### config.mk
export PLATFORM = sky130hd
export DESIGN_NAME = gwng_bound
export DESIGN_NICKNAME = d
export VERILOG_FILES = /design/src/design/gwng_pkg.sv /design/src/design/gwng_bound.sv
export SDC_FILE = /design/constraint.sdc
export NUM_CORES = 1
export LEC_CHECK = 0
export ABC_AREA = 1
export BUFFER_PORTS_ARGS = -buffer_cell sky130_fd_sc_hd__clkbuf_2
export CAP_MARGIN = 30
export CORE_UTILIZATION = 65
export DETAILED_ROUTE_END_ITERATION = 12
export PLACE_DENSITY = 0.91
export SLEW_MARGIN = 10
export SYNTH_ARGS = -nofsm -noshare
export SYNTH_HDL_FRONTEND = slang
export SYNTH_SLANG_ARGS = --single-unit
### constraint.sdc
create_clock -name vclk -period 11.8
set_input_delay 2.36 -clock vclk [all_inputs]
set_output_delay 2.36 -clock vclk [all_outputs]
set_load 0.1 [all_outputs]
### src/design/gwng_pkg.sv
`default_nettype none

package gwng_pkg;

   // Side of the square grid in cells.
   localparam int GRID_SIDE = 256;
   localparam int IDX_W     = $clog2(GRID_SIDE);
   localparam int BOUND_W   = IDX_W + 1;
   localparam int ADDR_W    = 2 * IDX_W;

   localparam logic [7:0] WIN_HALF_RESET = 8'd24;

   typedef enum logic [1:0] {
      CMD_WRITE = 2'd0,
      CMD_QUERY = 2'd1,
      CMD_FETCH = 2'd2
   } cmd_type;

   typedef enum logic [4:0] {
      ST_IDLE  = 5'b00001,
      ST_QROW  = 5'b00010,
      ST_QCOL  = 5'b00100,
      ST_READ  = 5'b01000,
      ST_CHECK = 5'b10000
   } state_type;

   // Clamped window along one axis: lo inclusive, hi exclusive.
   typedef struct packed {
      logic               ok;
      logic [IDX_W-1:0]   lo;
      logic [BOUND_W-1:0] hi;
   } bound_type;

endpackage

`default_nettype wire

### src/design/gwng_bound.sv
`default_nettype none

module gwng_bound
   import gwng_pkg::*;
(
   input  wire logic signed [13:0] coord,
   input  wire logic [7:0]         half,
   output bound_type               bound
);

   localparam logic signed [11:0] SIDE_S = 12'(GRID_SIDE);

   logic signed [14:0] biased;
   logic               neg;
   logic [14:0]        mag;
   logic [11:0]        quot;
   logic signed [11:0] idx;
   logic signed [11:0] half_s;
   logic signed [11:0] low_raw;
   logic signed [11:0] high_raw;
   logic signed [11:0] low_clamp;
   logic signed [11:0] high_clamp;

   // Map to a cell of 16 units: add one half, then truncate toward zero.
   always_comb begin
      biased     = {coord[13], coord} + 15'sd8;
      neg        = biased[14];
      mag        = neg ? 15'(-biased) : biased;
      quot       = {2'b00, mag[13:4]};
      idx        = neg ? $signed(12'(-quot)) : $signed(quot);
      half_s     = $signed({4'b0000, half});
      low_raw    = idx - half_s;
      high_raw   = idx + half_s;
      low_clamp  = low_raw[11] ? 12'sd0 : low_raw;
      high_clamp = (high_raw >= SIDE_S) ? SIDE_S : high_raw;
      bound.ok   = low_clamp < high_clamp;
      bound.lo   = low_clamp[IDX_W-1:0];
      bound.hi   = high_clamp[BOUND_W-1:0];
   end

endmodule

`default_nettype wire

; After elaboration in Yosys (flattened, before gate mapping)
; Cells that the tools add are included.
[op_classes]
n_lt_le_gt_ge = 2
mux = 4
addsub = 5
[ops]
columns = op, count
row1 = 2-to-1 mux 12 bit, 2
row2 = adder 14 x 5 -> 15 bit (second input constant), 1
row3 = 2-to-1 mux 14 bit, 1
row4 = negator 14 bit, 1
row5 = adder 12 x 9 -> 12 bit, 1
row6 = >= comparator 12 x 10 -> 1 bit (second input constant), 1
row7 = < comparator 12 bit, 1
row8 = negator 10 -> 12 bit, 1
row9 = subtractor 12 x 9 -> 12 bit, 1
row10 = 2-to-1 mux 11 bit, 1
[word_totals]
wordCells = 11
reg_bits = 0
output_inout_bits = 18

; Depth between registers and ports, before layout
[logic_depth]
word_depth = 9
mapped_depth = 43

; Least setup slack after synthesis
; No wires, ideal clock.
[synth_timing]
kind = in2out
start = in coord[5]
end = out bound[17] in the netlist's numbering
path_slack_ns = -0.221
n_path_buf = 2
arrival_time_ns = 9.661
cell_stages = 32
cell_sequence = buf_4 > nand3_4 > nor2_4 > nand3_4 > nand2_8 > nor2_2 > nor2_2 > ha_1 > a21oi_1 > inv_1 > ha_1 > inv_1 > o31ai_1 > nand2_1 > nand2_1 > a21oi_1 > nor2_1 > nor2_1 > o21bai_1 > nand2_1 > nand3_1 > o22ai_1 > clkbuf_1 > nor3b_1 > ha_1 > a21oi_1 > nor2_1 > a211oi_1 > nor2_1 > a211oi_1 > nand2_1 > nor2_2
[synth_rtl]
columns = item, line_no
row1 = "start, declared", gwng_bound.sv:6  ; input wire logic signed [13:0] coord,
row2 = "end, declared", gwng_bound.sv:8  ; output bound_type bound

==> results.txt <==
----------------------------------------------------
[STA]
  Final sum of negative setup slack ... 0 ns
  RSZ-0062 raised after global routing ... no
  Actual transition at the worst max-transition pin ... 0.979 ns
  Count of pins over their slew limit ... 0
  Count of final hold-check violations ... 0
  Time the worst path needs with I/O delays and setup ... 10.10 ns
  PnR worst setup slack ... 1.70 ns
  Crit share post-route ... 85.6%
  Timing-limited maximum frequency ... 99.0 MHz
  Relative slew slack ... 34.7%
  Setup violation total in the final timing report ... 0
  WHS ... 5.43 ns

[Die]
  Die Footprint ... around 3600 sq um
  Boundary Pins ... 40
  Die W ... 59.6 um
  Core area ... about 3100 sq um
  Total number of placement rows ... 20
  Y dimension of the die ... just under 60 um
  Initial standard-cell utilization of the core ... 69.5%

[Pwr]
  Proportion of power drawn by combinational gates ... 100.0%
  Post-layout total power ... 256 uW
  Design internal power ... 62.1 uW
  Sw frac ... 75.7%
  Switching power of the nets ... 194 uW
  Maximum ir drop on the vdd rail ... 0.0549 mV
  Sequential group share of total power ... 0%
  Cell area power density ... ~110 nW/um^2
  Leakage power ... 1.48 nW
  Clock Power Share ... 0%

[Global route]
  Number of antenna violations at the first check in global routing ... 0
  Total congestion overflow ... 0
  Total GRT Usage ... 27.3%
  Largest net degree at the start of global routing ... 22
  Via count of the first global-routing pass ... 2,051
  First-pass GRT wire length ... 7750 um

[Critical path]
  Biggest fanout along the worst timing path ... 12
  CP max-delay cell ... o22ai_1
  Category of cells accounting for the largest share of critical-path delay ... compound AO/OA/AOI/OAI gates
  Type of the setup path with the least slack ... in2out
  Combined buffer and inverter count along the critical path ... 5
  Stages on the worst setup path ... 32
  Crit end category ... primary output
  Launch point of the critical path ... coord[3]
  Slowest Stage Delay on Critical Path ... between 0.7 and 0.8 ns
  Most common cell type on the critical path ... nand2_1
  Critical path endpoint ... bound[17]
  Data arrival time of the critical path ... 7.74 ns
  Critical path startpoint category ... primary input
  Worst Path Required ... 9.44 ns

[Final layout]
  Filler cells ... between 200 and 300
  Count of antenna diodes in the layout ... 0
  Most common cell after layout, fill and taps aside ... nand2_1
  Most frequent cells in the layout ... nand2_1, inv_1, nor2_1, clkbuf_2, nand3_1
  Share of cells above drive strength 1 ... 17.1%
  Synthesis-to-layout area growth ... 10.7%
  Final non-filler cell area ... 2390 sq um
  FFs & Latches ... 0
  Final core occ ... 76.9%
  Clock buffer cells ... 0
  Sequential standard cell area ... 0 sq um
  Number of non-filler instances in the completed layout ... 483
  Nets@finish ... a little under 500

[Yosys]
  Synth warnings ... 0
  Post-synthesis average cell area ... 5.32 sq um
  Sequential element share of the synthesized area ... 0%
  Unique cell type count in the Yosys netlist ... 33
  Instance count of the mapped netlist ... just over 400
  Net count after synthesis ... between 400 and 500
  Cell Area, Synth ... 2160 sq um

[Place]
  Pre-CTS setup slack ... 1.69 ns
  Cell area reported after detailed placement ... 2390 sq um
  Quantity of I/O buffers inserted on ports ... 40
  Final HPWL DP ... about 4200 um
  Placed cells ... 483
  Routability-driven placement congestion ratio ... 0.903

[Drt]
  Amount of wire on met2 after detailed routing ... 2450 um
  Sum of routed wire segments on met1 ... 2120 um
  Total iterations of the first detailed-routing run ... 4
  Drt wl/cell ... 9.75 um
  Vias after detailed routing ... 2,428
  Wire length after detailed routing ... 4710 um
  Post-DR vias/cell ... 5.03
  Met3 wire length ... 101 um
  Violation count after the first detailed-routing iteration ... slightly above 80
  Antenna Violating Nets Remaining ... 0
  Highest layer used for signal routing ... met4
  Residual DRC count ... 0

[Status]
  Outcome ... finished, final reports clean

[Clock network]
  CTS Hold Bufs ... 0
  Post-CTS setup buffer count ... 0
  Resize count post-CTS ... 0

[Min path]
  Class of the worst hold path ... in2out

[Run]
  MaxCap Viol Count ... 0

----------------------------------------------------
[per-layer routing]
metal	up-vias	global-route usage, %
met4	0	2.99
met5	-	0
met2	37	57.1
met1	1057	30.6
met3	2	0.873
li1	1332	-
[area by class of cell]
cell class | count | area [sq um] | share of cell area [%]
Multi-Input combinational cell | 317 | 1820 | 76.3
Inverter | 82 | 310 | 13.0
Tap cell | 44 | 55.1 | 2.31
Timing Repair Buffer | 40 | 200 | 8.39
[power groups by stage]
stage                     Clock [mW]  Sequential (mW)  Combinational [mW]
after global routing               0                0               0.281
final                              0                0               0.256
after detailed placement           0                0               0.255
after floorplan                    0                0               0.216
after global placement             0                0               0.251
after CTS                          0                0               0.256
[kinds of logic (layout without fill, tap and decap cells)]
logic type / count (synthesis) / count (layout) / synth area share [%]
and+or+nand+nor: 247 / 247 / 53.1
buffers and inverters: 88 / 122 / 16.3
adders and majority gates: 31 / 31 / 18.7
AOI/OAI and AO/OA: 28 / 28 / 7.49
xor gates and xnor gates: 11 / 11 / 4.47
[cell usage after synthesis (all sizes together)]
master	instances	area [sq um]
o22ai	2	12.5
nand3b	1	7.51
nand3	40	235
a21o	1	7.51
ha	29	363
xor2	9	78.8
nor3	8	40.0
inv	81	307
a211oi	2	15.0
xnor2	2	17.5
o31ai	2	15.0
o21ai	7	35.0
o21bai	2	15.0
a21oi	11	55.1
a31oi	1	6.26
clkinv	1	3.75
nand2	128	534
fa	2	40.0
clkbuf	1	3.75
nand4	8	50.1
nor2	58	248
buf	5	36.3
nor3b	4	30.0
[how the worst min path moves through the flow]
stage	startpoint	endpoint	slack, ns	depth (start not counted)
detailed placement	half[0]	bound[9]	5.42	4
CTS	half[0]	bound[9]	5.42	4
global placement	half[0]	bound[0]	5.41	4
floorplan	half[0]	bound[0]	5.22	2
global route	half[0]	bound[9]	5.46	4
finish	half[0]	bound[9]	5.43	4
Note: power is estimated with default switching activity, not from simulation.
